### config.mk
export PLATFORM = sky130hd
export DESIGN_NAME = fpa_cell
export DESIGN_NICKNAME = d
export VERILOG_FILES = /design/src/sv/fpa_pkg.sv /design/src/sv/fpa_cell.sv
export SDC_FILE = /design/constraint.sdc
export NUM_CORES = 1
export LEC_CHECK = 0
export ABC_AREA = 1
export BUFFER_PORTS_ARGS = -buffer_cell sky130_fd_sc_hd__buf_2
export CORE_ASPECT_RATIO = 0.7
export CORE_MARGIN = 2
export CORE_UTILIZATION = 47
export DETAILED_ROUTE_END_ITERATION = 7
export GPL_ROUTABILITY_DRIVEN = 0
export PLACE_DENSITY = 0.91
export SLEW_MARGIN = 10
export SYNTH_ARGS = -nofsm -noshare
export SYNTH_HDL_FRONTEND = slang
export SYNTH_SLANG_ARGS = --single-unit
### constraint.sdc
create_clock -name clock -period 2.52 [get_ports clock]
set_input_delay 0.378 -clock clock [delete_from_list [all_inputs] [get_ports clock]]
set_output_delay 0.378 -clock clock [all_outputs]
set_load 0.02 [all_outputs]
### src/sv/fpa_pkg.sv
// Shared types and constants of the fixed-point ALU.
// No dependencies.
package fpa_pkg;

   localparam int DATA_W        = 32;
   localparam int PROD_W        = 2 * DATA_W;
   localparam int FRAC_BITS_DEF = 8;

   typedef enum logic [3:0] {
      FUNC_ADD      = 4'd0,
      FUNC_SUB      = 4'd1,
      FUNC_MUL      = 4'd2,
      FUNC_DIV      = 4'd3,
      FUNC_LT       = 4'd4,
      FUNC_GT       = 4'd5,
      FUNC_LE       = 4'd6,
      FUNC_GE       = 4'd7,
      FUNC_EQ       = 4'd8,
      FUNC_NE       = 4'd9,
      FUNC_MIN      = 4'd10,
      FUNC_MAX      = 4'd11,
      FUNC_INC      = 4'd12,
      FUNC_DEC      = 4'd13,
      FUNC_FROM_INT = 4'd14,
      FUNC_TO_INT   = 4'd15
   } func_type;

   typedef struct packed {
      func_type                  func;
      logic signed [DATA_W-1:0]  operand_a;
      logic signed [DATA_W-1:0]  operand_b;
   } req_type;

   typedef struct packed {
      logic signed [DATA_W-1:0]  result;
      logic                      flag;
      logic                      div_by_zero;
   } rsp_type;

   // Control that travels alongside each word through the divider cells
   typedef struct packed {
      logic valid;
      logic is_div;
      logic neg;
      logic dbz;
      logic flag;
   } cell_ctl_type;

endpackage

### src/sv/fpa_cell.sv
// One restoring-division cell: one quotient bit per word, then hand on.
// Uses fpa_pkg.
module fpa_cell #(
   parameter int DVD_W = 40
) (
   input  logic                              clock,
   input  logic                              reset,
   input  fpa_pkg::cell_ctl_type             ctl_up,
   input  logic [fpa_pkg::DATA_W-1:0]        rem_up,
   input  logic [DVD_W-1:0]                  dvd_up,
   input  logic [fpa_pkg::DATA_W-1:0]        dsr_up,
   input  logic signed [fpa_pkg::DATA_W-1:0] res_up,
   output fpa_pkg::cell_ctl_type             ctl_dn,
   output logic [fpa_pkg::DATA_W-1:0]        rem_dn,
   output logic [DVD_W-1:0]                  dvd_dn,
   output logic [fpa_pkg::DATA_W-1:0]        dsr_dn,
   output logic signed [fpa_pkg::DATA_W-1:0] res_dn
);
   import fpa_pkg::*;

   cell_ctl_type              ctl_ff;
   logic [DATA_W-1:0]         rem_ff, rem_in;
   logic [DVD_W-1:0]          dvd_ff, dvd_in;
   logic [DATA_W-1:0]         dsr_ff;
   logic signed [DATA_W-1:0]  res_ff;

   logic [DATA_W:0]           trial;
   logic [DATA_W:0]           diff;
   logic                      take;

   // Bring down the next dividend bit and try the subtract
   always_comb begin
      trial  = {rem_up, dvd_up[DVD_W-1]};
      diff   = trial - {1'b0, dsr_up};
      take   = ~diff[DATA_W];
      rem_in = take ? diff[DATA_W-1:0] : trial[DATA_W-1:0];
      dvd_in = {dvd_up[DVD_W-2:0], take};
   end

   // Advance the word to the next cell
   always_ff @(posedge clock) begin
      if (reset) begin
         ctl_ff <= '0;
      end else begin
         ctl_ff <= ctl_up;
      end
      rem_ff <= rem_in;
      dvd_ff <= dvd_in;
      dsr_ff <= dsr_up;
      res_ff <= res_up;
   end

   assign ctl_dn = ctl_ff;
   assign rem_dn = rem_ff;
   assign dvd_dn = dvd_ff;
   assign dsr_dn = dsr_ff;
   assign res_dn = res_ff;

endmodule

==> impl_metrics.json <==
{
  "gr-max-usage-layer": "met2",
  "synthMuxAreaShare_pct": 0,
  "arrival_ps": 2420,
  "dieHeight_um": 98.62,
  "grt_max_degree": 34,
  "initial_core_util_pct": 48.22,
  "antenna_found_initial": 1,
  "rsz0062_at_grt": "false",
  "path_class": "in -> reg",
  "first_global_vias": 5699,
  "cts_inserted_buffers": 17,
  "synth_warnings": 0,
  "dp.cells": 1271,
  "ys_ff_latch": 141,
  "overflow": 0,
  "stdcell_count": 1302,
  "synth_top_family_by_area": "simple AND/OR/NAND/NOR gates",
  "io_buffers": 283,
  "cts_sinks": 141,
  "diodes": 0,
  "powerDensity_nw_per_um2": 763.4,
  "synth_cell_types": 24,
  "hold_violations": 0,
  "syn_nets": 1007,
  "cts_hold_buf": 0,
  "power_leakage_nw": 4.906,
  "synthAdderAreaFrac_pct": 6.994,
  "via_per_inst": 4.697,
  "vias": 6116,
  "status": "finished clean",
  "critPathMaxFanout": 32,
  "drv_cap": 0,
  "first_pass_iters": 5,
  "dieArea_sq_um": 13720,
  "synth_simple_gate_area_share_pct": 29.64,
  "cts.path.max_buffers": 2,
  "ios": 284,
  "timing.final.crit_share_pct": 81.78,
  "core-area_sq_um": 12460,
  "post_cts_buffers": 0,
  "slew_headroom_pct": 73.43,
  "clockRootBuffer": "clkbuf_16",
  "hold_class": "in -> reg",
  "synth_xor_area_share_pct": 2.186,
  "track_usage_pct": 25.45,
  "drive_gt1_share_pct": 28.95,
  "grt_pass1_wl_um": 27540,
  "routed_wl_um": 18100,
  "place_area_sq_um": 7581,
  "period_needed_ps": 2061,
  "crit_path_end_kind": "register",
  "cts_tree": "built",
  "cts-resized-gates": 0,
  "post-route-drc-count": 0,
  "fin_nets": 1304,
  "synth_compound_area_share_pct": 3.164,
  "worstPathRequired_ps": 2880,
  "clk_pin_slew_ps": 70,
  "tightest_slew_ps": 395.5,
  "use_met1_pct": 33.60,
  "finalSetupViolCount": 0,
  "htreeDepth": 4,
  "routedWlPerCell_um": 13.90,
  "met2_usage_pct": 39.67,
  "ir_drop_v": 0.0005636,
  "final_area_sq_um": 8134,
  "hpwlAfterDp_um": 14480,
  "start_kind": "input port",
  "num_rows": 34,
  "synth_seq_area_share_pct": 46.96,
  "grt_util_met3_pct": 9.913,
  "fp.dieW_um": 139.2,
  "initialDrtViolationCount": 511,
  "max_freq_mhz": 485.3,
  "slew_violations": 0,
  "syn_area_sq_um": 6011,
  "fin_tns_setup_ps": 0,
  "ant_nets": 0,
  "area_growth_pct": 35.32,
  "postSynthAreaPerCell_sq_um": 7.233,
  "synth_cells": 831
}
-- sequential cells by signal, indices dropped and copies added (netlist names) --
register and cells:
ctl_dn 5, dsr_dn 32, dvd_dn 40, rem_dn 32
res_dn 32
-- placed cells by master, fill, tap and decap left out, types with 4 or more instances in the layout --
cell,Yosys,routed
ha_1,32,32
inv_1,160,160
buf_2,0,283
xor2_1,14,14
inv_6,0,7
o21bai_1,7,7
and2_1,4,4
nor3_1,6,6
nand2_1,333,333
nand2_2,8,8
a21oi_1,24,24
nand4_1,8,8
dfxtp_1,141,141
clkbuf_16,0,17
clkinvlp_4,0,4
nand3_1,31,31
nor2_1,44,44
-- metrics by stage --
step | setup WS (ps) | power [mW] | hold slack (ps) | utilization (%)
6_report | 459.3 | 6.210 | 54.77 | 65.26
5_1_grt | 211.4 | 6.477 | 39.97 | 65.26
4_1_cts | 443.1 | 6.227 | 45.64 | 65.26
3_5_place_dp | 43.25 | 3.868 | 481.6 | 60.82
3_3_place_gp | 141.8 | 3.835 | 480.2 | 60.82
2_1_floorplan | 430.7 | 3.388 | 405.7 | -
-- layer usage --
metal | routed length (um) | share of wire, % | vias to the layer above
met3 | 2117 | 12 | 28
met4 | 255 | 1.4 | 0
li1 | - | - | 3074
met5 | 0 | 0 | -
met1 | 7796 | 43 | 2710
met2 | 7929 | 44 | 304
-- kinds of logic (layout without fill, tap and decap cells) --
| group | Yosys count | after routing |
|---|---|---|
| adders and majority gates | 33 | 33 |
| buffers and inverters | 168 | 477 |
| and+or+nand+nor | 441 | 441 |
| DFF | 141 | 141 |
| AOI/OAI and AO/OA | 33 | 33 |
| xor gates and xnor gates | 15 | 15 |
-- worst paths after layout --
kind	startpoint	end	slack, ps	cells after the start
max	dvd_up[39]	rem_dn[19]	460	17
min	res_up[2]	res_dn[2]	50	1
-- power breakdown --
group / switching (mW) / leakage, nW / internal (mW)
sequential: 0.0442 / 1.19 / 2.42
combinational: 0.919 / 3.46 / 0.461
clock: 1.07 / 0.259 / 1.29
total: 2.04 / 4.91 / 4.17
-- worst max-delay path: stages --
cell and delay, ps:
buf_2 80, inv_1 30, ha_1 220, fa_1 410, inv_1 110, nand2_1 60, nand2_1 70, nand3_1 80
nand2_2 110, nand2_1 70, nand2_2 80, nand2_2 70, nand2_2 80, nand2_2 70, nand2_4 290, nand2_1 110
nand2_1 80
-- synthesized netlist by cell type --
cell type	instances	share of area (%)
dfxtp_1	141	47
nor3_1	6	0.50
ha_1	32	6.7
nand2_2	8	0.83
xor2_1	14	2.0
a21oi_1	24	2.0
nor2_1	44	2.7
or2_2	1	0.10
fa_1	1	0.33
or2_1	1	0.10
nand4_1	8	0.83
nand2_1	333	21
buf_6	3	0.56
a21oi_2	2	0.29
buf_4	3	0.37
and3_1	1	0.10
and2_1	4	0.42
inv_1	160	10
nand3_1	31	2.6
inv_2	2	0.12
xnor2_1	1	0.15
o21bai_1	7	0.87
nand2_4	2	0.37
nand3b_1	2	0.25
-- area by class of cell --
class	count	area, sq um
fill	1128	4330
sequential	141	2823
multi-input combinational	522	2524
timing repair buffer	284	1424
inverter	162	608.1
clock buffer	17	425.4
tap	162	202.7
clock inverter	14	127.6
No activity file was read; power rests on OpenSTA's default activity.
