## src/sv/fpa_pkg.sv

```systemverilog
// Shared types and constants of the fixed-point ALU.
// No dependencies.
package fpa_pkg;

   localparam int DATA_W        = 32;
   localparam int PROD_W        = 2 * DATA_W;
   localparam int FRAC_BITS_DEF = 8;

   typedef enum logic [3:0] {
      FUNC_ADD      = 4'd0,
      FUNC_SUB      = 4'd1,
      FUNC_MUL      = 4'd2,
      FUNC_DIV      = 4'd3,
      FUNC_LT       = 4'd4,
      FUNC_GT       = 4'd5,
      FUNC_LE       = 4'd6,
      FUNC_GE       = 4'd7,
      FUNC_EQ       = 4'd8,
      FUNC_NE       = 4'd9,
      FUNC_MIN      = 4'd10,
      FUNC_MAX      = 4'd11,
      FUNC_INC      = 4'd12,
      FUNC_DEC      = 4'd13,
      FUNC_FROM_INT = 4'd14,
      FUNC_TO_INT   = 4'd15
   } func_type;

   typedef struct packed {
      func_type                  func;
      logic signed [DATA_W-1:0]  operand_a;
      logic signed [DATA_W-1:0]  operand_b;
   } req_type;

   typedef struct packed {
      logic signed [DATA_W-1:0]  result;
      logic                      flag;
      logic                      div_by_zero;
   } rsp_type;

   // Control that travels alongside each word through the divider cells
   typedef struct packed {
      logic valid;
      logic is_div;
      logic neg;
      logic dbz;
      logic flag;
   } cell_ctl_type;

endpackage

```

## src/sv/fpa_back.sv

```systemverilog
// Back end of the fixed-point ALU: quotient sign fix-up, result select
// and the registered result port. Uses fpa_pkg.
module fpa_back (
   input  logic                              clock,
   input  logic                              reset,
   input  fpa_pkg::cell_ctl_type             ctl_up,
   input  logic [fpa_pkg::DATA_W-1:0]        quo_up,
   input  logic signed [fpa_pkg::DATA_W-1:0] res_up,
   output logic                              strobe,
   output fpa_pkg::rsp_type                  rsp
);
   import fpa_pkg::*;

   logic    strobe_ff;
   rsp_type rsp_ff, rsp_in;

   // Pick the final result; a divide by zero gives zero
   always_comb begin
      rsp_in.flag        = ctl_up.flag;
      rsp_in.div_by_zero = ctl_up.dbz;
      if (ctl_up.is_div) begin
         if (ctl_up.dbz) begin
            rsp_in.result = '0;
         end else if (ctl_up.neg) begin
            rsp_in.result = ~quo_up + DATA_W'(1);
         end else begin
            rsp_in.result = quo_up;
         end
      end else begin
         rsp_in.result = res_up;
      end
   end

   // Register the result word and its strobe
   always_ff @(posedge clock) begin
      if (reset) begin
         strobe_ff <= 1'b0;
      end else begin
         strobe_ff <= ctl_up.valid;
      end
      rsp_ff <= rsp_in;
   end

   assign strobe = strobe_ff;
   assign rsp    = rsp_ff;

endmodule

```

## config.mk

```make
export PLATFORM = sky130hd
export DESIGN_NAME = fpa_back
export DESIGN_NICKNAME = d
export VERILOG_FILES = /design/src/sv/fpa_pkg.sv /design/src/sv/fpa_back.sv
export SDC_FILE = /design/constraint.sdc
export NUM_CORES = 1
export LEC_CHECK = 0
export BUFFER_PORTS_ARGS = -buffer_cell sky130_fd_sc_hd__buf_2
export CAP_MARGIN = 5
export CORE_ASPECT_RATIO = 0.6
export CORE_MARGIN = 3
export CORE_UTILIZATION = 47
export CTS_CLUSTER_SIZE = 28
export DETAILED_ROUTE_END_ITERATION = 6
export HOLD_SLACK_MARGIN = 0.05
export PLACE_DENSITY = 0.86
export SLEW_MARGIN = 0
export SYNTH_ARGS = -nofsm -noshare
export SYNTH_HDL_FRONTEND = slang
export SYNTH_SLANG_ARGS = --single-unit
```

## constraint.sdc

```tcl
create_clock -name clock -period 4.4 [get_ports clock]
set_input_delay 0.22 -clock clock [delete_from_list [all_inputs] [get_ports clock]]
set_output_delay 0.22 -clock clock [all_outputs]
set_load 0.1 [all_outputs]
```

==> results.txt, run 1 <==
Status -> completed
Cell leakage power -> 1.134 nW
TritonCTS clock tree -> yes
Routed len/inst -> 15.58 um
Iteration count of the initial detailed-routing pass -> 4
Number of synthesized register bits -> 35
Post-place setup slack -> 2.071 ns
Post-route standard cell area excluding fillers -> 2461 sq um
Post-detail-place hpwl -> 3800 um
Total wirelength of the detailed-routed design -> 5095 um
Clock buffer depth -> 2
Hold Crit Depth -> 2
Startpoint types -> input port
Most area-consuming cells after synthesis -> sky130_fd_sc_hd__dfxtp_1 39%, sky130_fd_sc_hd__xor2_1 14%, sky130_fd_sc_hd__o2bb2ai_1 12%, sky130_fd_sc_hd__o31ai_1 7.1%, sky130_fd_sc_hd__o41ai_2 4.5%
Total of max-cap violations -> 0
Fraction of final layout cells with drive strength greater than 1 -> 0.4362
Crit path time final -> 2.032 ns
Global-route wire length before repair -> 7728 um
Net count of the mapped netlist -> 252
Final number of max-transition violations -> 0
Antenna diode instance count -> 0
Number of nets at the end of the flow -> 353
Largest driver fanout on the critical path -> 7
Number of warning messages in the yosys log -> 0
Vias in the first global route -> 1625
Number of buffers inserted during clock tree synthesis -> 5
Reg clk slew, reported paths -> 0.07 ns
Synth Cell Area -> 1790 sq um
Path category of the worst min-delay check -> input port to register
Largest net degree at the start of global routing -> 41
Vias per cell -> 5.459
Proportion of synthesized chip area in sequential cells -> 0.3913
Setup bufs post-CTS -> 0
Global-route congestion overflow total -> 0
Width of the die -> 85.68 um
Tcrit/Tclk final -> 0.4618
Startpoint of the most critical hold path -> reset
Die ar. -> 4610 sq um
Max_slew headroom -> 0.2393
Sum Neg Setup Slack -> 0 ns
Placer Congestion -> 0.8380
Placement Cell Area -> 2318 sq um
Initial Util -> 0.5200
Detailed router's first-iteration violation count -> 112
Highest achievable clock rate -> 492.2 MHz
Total routing usage reported by global routing -> 0.2240
Top-level port count -> 106
Area growth from synthesis to layout -> 37.46%
Post-cts sizing count -> 0
Final cell utilization of the core -> 0.7148
CTS HTree Levels -> 2
Overall via count from detail_route -> 1785
Mapped Cells -> 180
Power density over the cells -> 423.2 nW/um^2
Critical path launch point -> quo_up[4]
CTS hold repair buffers -> 1
Die Span Y -> 53.81 um
Root Buffer Master -> sky130_fd_sc_hd__clkbuf_8
Synthesized area per cell -> 9.947 sq um
Initial antenna violation count -> 0
Largest area contributor in the synthesized netlist -> sky130_fd_sc_hd__dfxtp_1
Number of placement rows -> 16
Arrival @ worst endpoint -> 2.19 ns
Remaining antenna violation count -> 0
Least setup slack across all paths after layout -> 2.368 ns
Clk sink count -> 35
Remaining routing DRC violations -> 0
Type of the setup path with the least slack -> input port to register
Hold Vio Cnt, Final -> 0
CP Capture Type -> register
Library cells used by synthesis -> 29
Number of endpoints failing setup at the final stage -> 0
Total core area -> 3443 sq um
RSZ-0062 raised after global routing -> false
Area share of the largest cell type after synthesis -> 0.3913
Req. time, crit path -> 4.55 ns
Actual slew at the worst max-slew pin -> 1.140 ns
IO Port Bufs -> 105
Peak supply drop -> 0.0003217 V
==> cell usage in the layout, fill, tap and decap left out, drive strengths merged, types with 6 or more instances in the layout <==
master,Yosys,final
o31ai,17,17
o41ai,9,9
or3,6,6
o21ai,9,9
nand2,14,14
buf,3,105
xor2,29,29
dfxtp,35,35
clkbuf,9,6
o2bb2ai,24,24
==> final timing paths <==
check | end | slack [ns]
setup / recovery | rsp[28] | 2.37
hold / removal | strobe | 0.07
==> final cells by class <==
cell class,instances,area [sq um]
well taps,45,56.30
fillers,288,982.2
clock buffers,6,72.57
clock inverters,2,60.06
flip-flops and latches,35,700.7
repair buffers,106,535.5
multi-input cells,130,1025
inverters,3,11.26
==> where the power goes <==
group / switching (mW) / internal [mW] / leakage (nW)
combinational: 0.269 / 0.0739 / 0.775
sequential: 0.00593 / 0.343 / 0.294
clock: 0.123 / 0.227 / 0.0654
total: 0.398 / 0.644 / 1.13
==> layer usage <==
layer | global-route usage | up-vias | share of wire
met5 | 0 | - | 0
met4 | 0.06316 | 0 | 0.0086
met3 | 0.1070 | 6 | 0.10
met2 | 0.3466 | 78 | 0.43
met1 | 0.2813 | 819 | 0.46
li1 | - | 882 | -
==> synth_stat cells (all sizes together) <==
library cell  instances
nor4                  5
nor2b                 2
xor2                 29
o2bb2ai              24
nor3                  1
o31ai                17
or4                   4
nand2                14
clkbuf                9
mux2i                 1
ha                    1
nand3b                1
nand3                 2
nand2b                2
o21ai                 9
buf                   3
or3                   6
xnor2                 1
o41ai                 9
dfxtp                35
or2b                  1
inv                   3
nor2                  1
==> cells by family (layout without fill, tap and decap cells) <==
kind of cell | count (synthesis) | count (layout) | synth area share
mux | 1 | 1 | 0.005591
flops | 35 | 35 | 0.3913
fa+ha+maj | 1 | 1 | 0.006987
simple gates | 39 | 39 | 0.1237
compound gates | 59 | 59 | 0.2893
buf+inv | 15 | 117 | 0.03633
xor+xnor | 30 | 30 | 0.1467
==> worst max-delay path, cell delays in order <==
cell and delay (ns):
sky130_fd_sc_hd__buf_2 0.13, sky130_fd_sc_hd__or4_4 0.55, sky130_fd_sc_hd__or4_1 0.66, sky130_fd_sc_hd__o41ai_2 0.37, sky130_fd_sc_hd__xor2_1 0.19, sky130_fd_sc_hd__o2bb2ai_1 0.07
==> sequential cells by signal, indices dropped and copies added, names as in the netlist <==
register,flops
rsp,34
strobe,1
==> through the flow <==
step           power, mW  hold slack, ns  cells
5_1_grt            1.080         0.05850    327
3_3_place_gp      0.6938          0.3241    318
4_1_cts            1.046         0.06503    327
6_report           1.041         0.07094    327
3_5_place_dp      0.6979          0.3311    318
2_1_floorplan     0.6178          0.2477    180
No activity file was read; power rests on OpenSTA's default activity.
==> run 2, diff against run 1 <==
--- a/config.mk
+++ b/config.mk
@@ -9,11 +9,11 @@
 export CAP_MARGIN = 5
 export CORE_ASPECT_RATIO = 0.6
 export CORE_MARGIN = 3
-export CORE_UTILIZATION = 47
+export CORE_UTILIZATION = 39
 export CTS_CLUSTER_SIZE = 28
 export DETAILED_ROUTE_END_ITERATION = 6
 export HOLD_SLACK_MARGIN = 0.05
-export PLACE_DENSITY = 0.86
+export PLACE_DENSITY = 0.76
 export SLEW_MARGIN = 0
 export SYNTH_ARGS = -nofsm -noshare
 export SYNTH_HDL_FRONTEND = slang
==> constraint.sdc (replaced) <==
create_clock -name clock -period 1.8 [get_ports clock]
set_input_delay 0.09 -clock clock [delete_from_list [all_inputs] [get_ports clock]]
set_output_delay 0.09 -clock clock [all_outputs]
set_load 0.1 [all_outputs]
==> run 2 against run 1 <==
Net effect:
- global-route usage decreased by 2.9 points
- setup slack got worse by 2.3 ns
- total power increased by 140%
- hold slack improved by 0.028 ns
- cell count increased by 20%
- flip-flop and latch count unchanged
- die area increased by 19%
- via count increased by 7.7%
==> results.txt, run 2 (synthesized netlist as in run 1, its figures left out) <==
TritonCTS clock tree -> yes
RSZ-0062 raised after global routing -> true
Tcrit/Tclk final -> 0.9879
Most common cell after layout, fill and taps aside -> sky130_fd_sc_hd__buf_2
Largest net degree at the start of global routing -> 41 (unchanged)
Total routing usage reported by global routing -> 0.1955 (-0.02857)
Actual slew at the worst max-slew pin -> 0.7535 ns (-0.3863 ns)
Number of nets at the end of the flow -> 403 (+14%)
Cell leakage power -> 1.406 nW (+24%)
Area of the multi-input gates -> 1121 sq um (+9.4%)
Global-route congestion overflow total -> 0 (unchanged)
Filler Cell Count -> 339 (+18%)
Crit path time final -> 1.778 ns
Reg clk slew, reported paths -> 0.06 ns (about the same)
Root Buffer Master -> sky130_fd_sc_hd__clkbuf_8
Total of max-cap violations -> 0 (unchanged)
Width of the die -> 93.48 um (+9.1%)
Die Span Y -> 58.49 um (+8.7%)
Detailed router's first-iteration violation count -> 54 (-52%)
Sequential cell area -> 700.7 sq um (unchanged)
Startpoint types -> input port
Area growth from synthesis to layout -> 68.76%
Number of endpoints failing setup at the final stage -> 0 (unchanged)
Commonest cells after routing, fill and taps aside -> 103 x sky130_fd_sc_hd__buf_2, 36 x sky130_fd_sc_hd__dlygate4sd3_1, 35 x sky130_fd_sc_hd__dfxtp_1, 29 x sky130_fd_sc_hd__xor2_1, 24 x sky130_fd_sc_hd__o2bb2ai_1
Hold Vio Cnt, Final -> 0 (unchanged)
Path category of the worst min-delay check -> input port to register
Top-level port count -> 106 (unchanged)
Highest achievable clock rate -> 562.4 MHz
Total core area -> 4257 sq um (+24%)
Number of flip-flops under the largest register name -> 34 (unchanged)
Number of buffers inserted during clock tree synthesis -> 5 (unchanged)
Max_slew headroom -> 0.4976 (+0.2583)
Clock buffer depth -> 2 (unchanged)
Overall via count from detail_route -> 1922 (+7.7%)
Arrival @ worst endpoint -> 1.93 ns (-0.26 ns)
Status -> completed
Hold Crit Depth -> 3 (+1)
Vias per cell -> 4.916 (-9.9%)
Initial antenna violation count -> 0 (unchanged)
Placer Congestion -> 0.8502 (+1.5%)
Remaining routing DRC violations -> 0 (unchanged)
Startpoint of the most critical hold path -> quo_up[31]
Type of the setup path with the least slack -> input port to register
Die ar. -> 5467 sq um (+19%)
Fraction of final layout cells with drive strength greater than 1 -> 0.4320 (-0.004146)
Final cell utilization of the core -> 0.7099 (-0.004876)
Sum Neg Setup Slack -> 0 ns (unchanged)
Iteration count of the initial detailed-routing pass -> 4 (unchanged)
Post-place setup slack -> -0.3391 ns (-2.410 ns)
Final number of max-transition violations -> 0 (unchanged)
Vias in the first global route -> 1816 (+12%)
IO Port Bufs -> 105 (unchanged)
Total wirelength of the detailed-routed design -> 5474 um (+7.4%)
Peak supply drop -> 0.0005019 V (+56%)
Number of placement rows -> 18 (+2)
Critical path launch point -> quo_up[6]
CTS HTree Levels -> 2 (unchanged)
Power density over the cells -> 814.7 nW/um^2 (+93%)
Req. time, crit path -> 1.95 ns (-2.60 ns)
Routed len/inst -> 14.00 um (-10%)
Post-detail-place hpwl -> 3811 um (+0.28%)
Antenna diode instance count -> 0 (unchanged)
CP Capture Type -> register
Largest driver fanout on the critical path -> 7 (unchanged)
Initial Util -> 0.4206 (-0.09935)
Remaining antenna violation count -> 0 (unchanged)
Global-route wire length before repair -> 8452 um (+9.4%)
Least setup slack across all paths after layout -> 0.02176 ns (-2.346 ns)
Clk sink count -> 35 (unchanged)
## run 2: final timing paths
check	to	slack (ns)
max	rsp[31]	0.02
min	rsp[33]	0.1
## run 2: layout make-up
cell class / instances / share of cell area
inverters: 3 / 0.003727
clock buffers: 6 / 0.02402
flip-flops and latches: 35 / 0.2319
repair buffers: 156 / 0.3346
clock inverters: 1 / 0.009938
multi-input cells: 130 / 0.3710
well taps: 60 / 0.02484
## run 2: critical path, stage by stage
cell	delay, ns
sky130_fd_sc_hd__buf_6	0.09
sky130_fd_sc_hd__or4_4	0.55
sky130_fd_sc_hd__or4_4	0.64
sky130_fd_sc_hd__o41ai_4	0.24
sky130_fd_sc_hd__xor2_1	0.21
sky130_fd_sc_hd__o2bb2ai_1	0.09
## run 2: what timing repair did
| item | in CTS | in global routing |
|---|---|---|
| endpoints found under the setup margin | 4 | 13 |
| resized for setup | 4 | 9 |
| setup buffers | 0 | 0 |
| hold buffers | 36 | 0 |
| gates cloned | 0 | 0 |
| hold endpoints to repair | 35 | 0 |
| pin swaps | 1 | 3 |
## run 2: metrics by stage
stage | cells | total power [mW] | hold WS (ns) | instance area (sq um)
finish | 391 | 2.462 | 0.09921 | 3022
global route | 391 | 2.560 | 0.09397 | 3022
floorplan | 180 | 1.513 | 0.1177 | 1818
detailed placement | 349 | 1.728 | 0.1983 | 2485
CTS | 392 | 2.467 | 0.09245 | 2978
global placement | 349 | 1.723 | 0.1949 | 2485
## run 2: metal layers
layer / vias to the layer above / GRT usage / share of wire
li1: 976 / - / -
met2: 70 / 0.3018 / 0.42
met4: 0 / 0.03549 / 0.0064
met1: 872 / 0.2742 / 0.49
met5: - / 0 / 0
met3: 4 / 0.05875 / 0.077
## run 2: report_power, final
group	leakage, nW	internal, mW	switching [mW]
sequential	0.294	0.840	0.0141
clock	0.0513	0.406	0.268
combinational	1.06	0.256	0.678
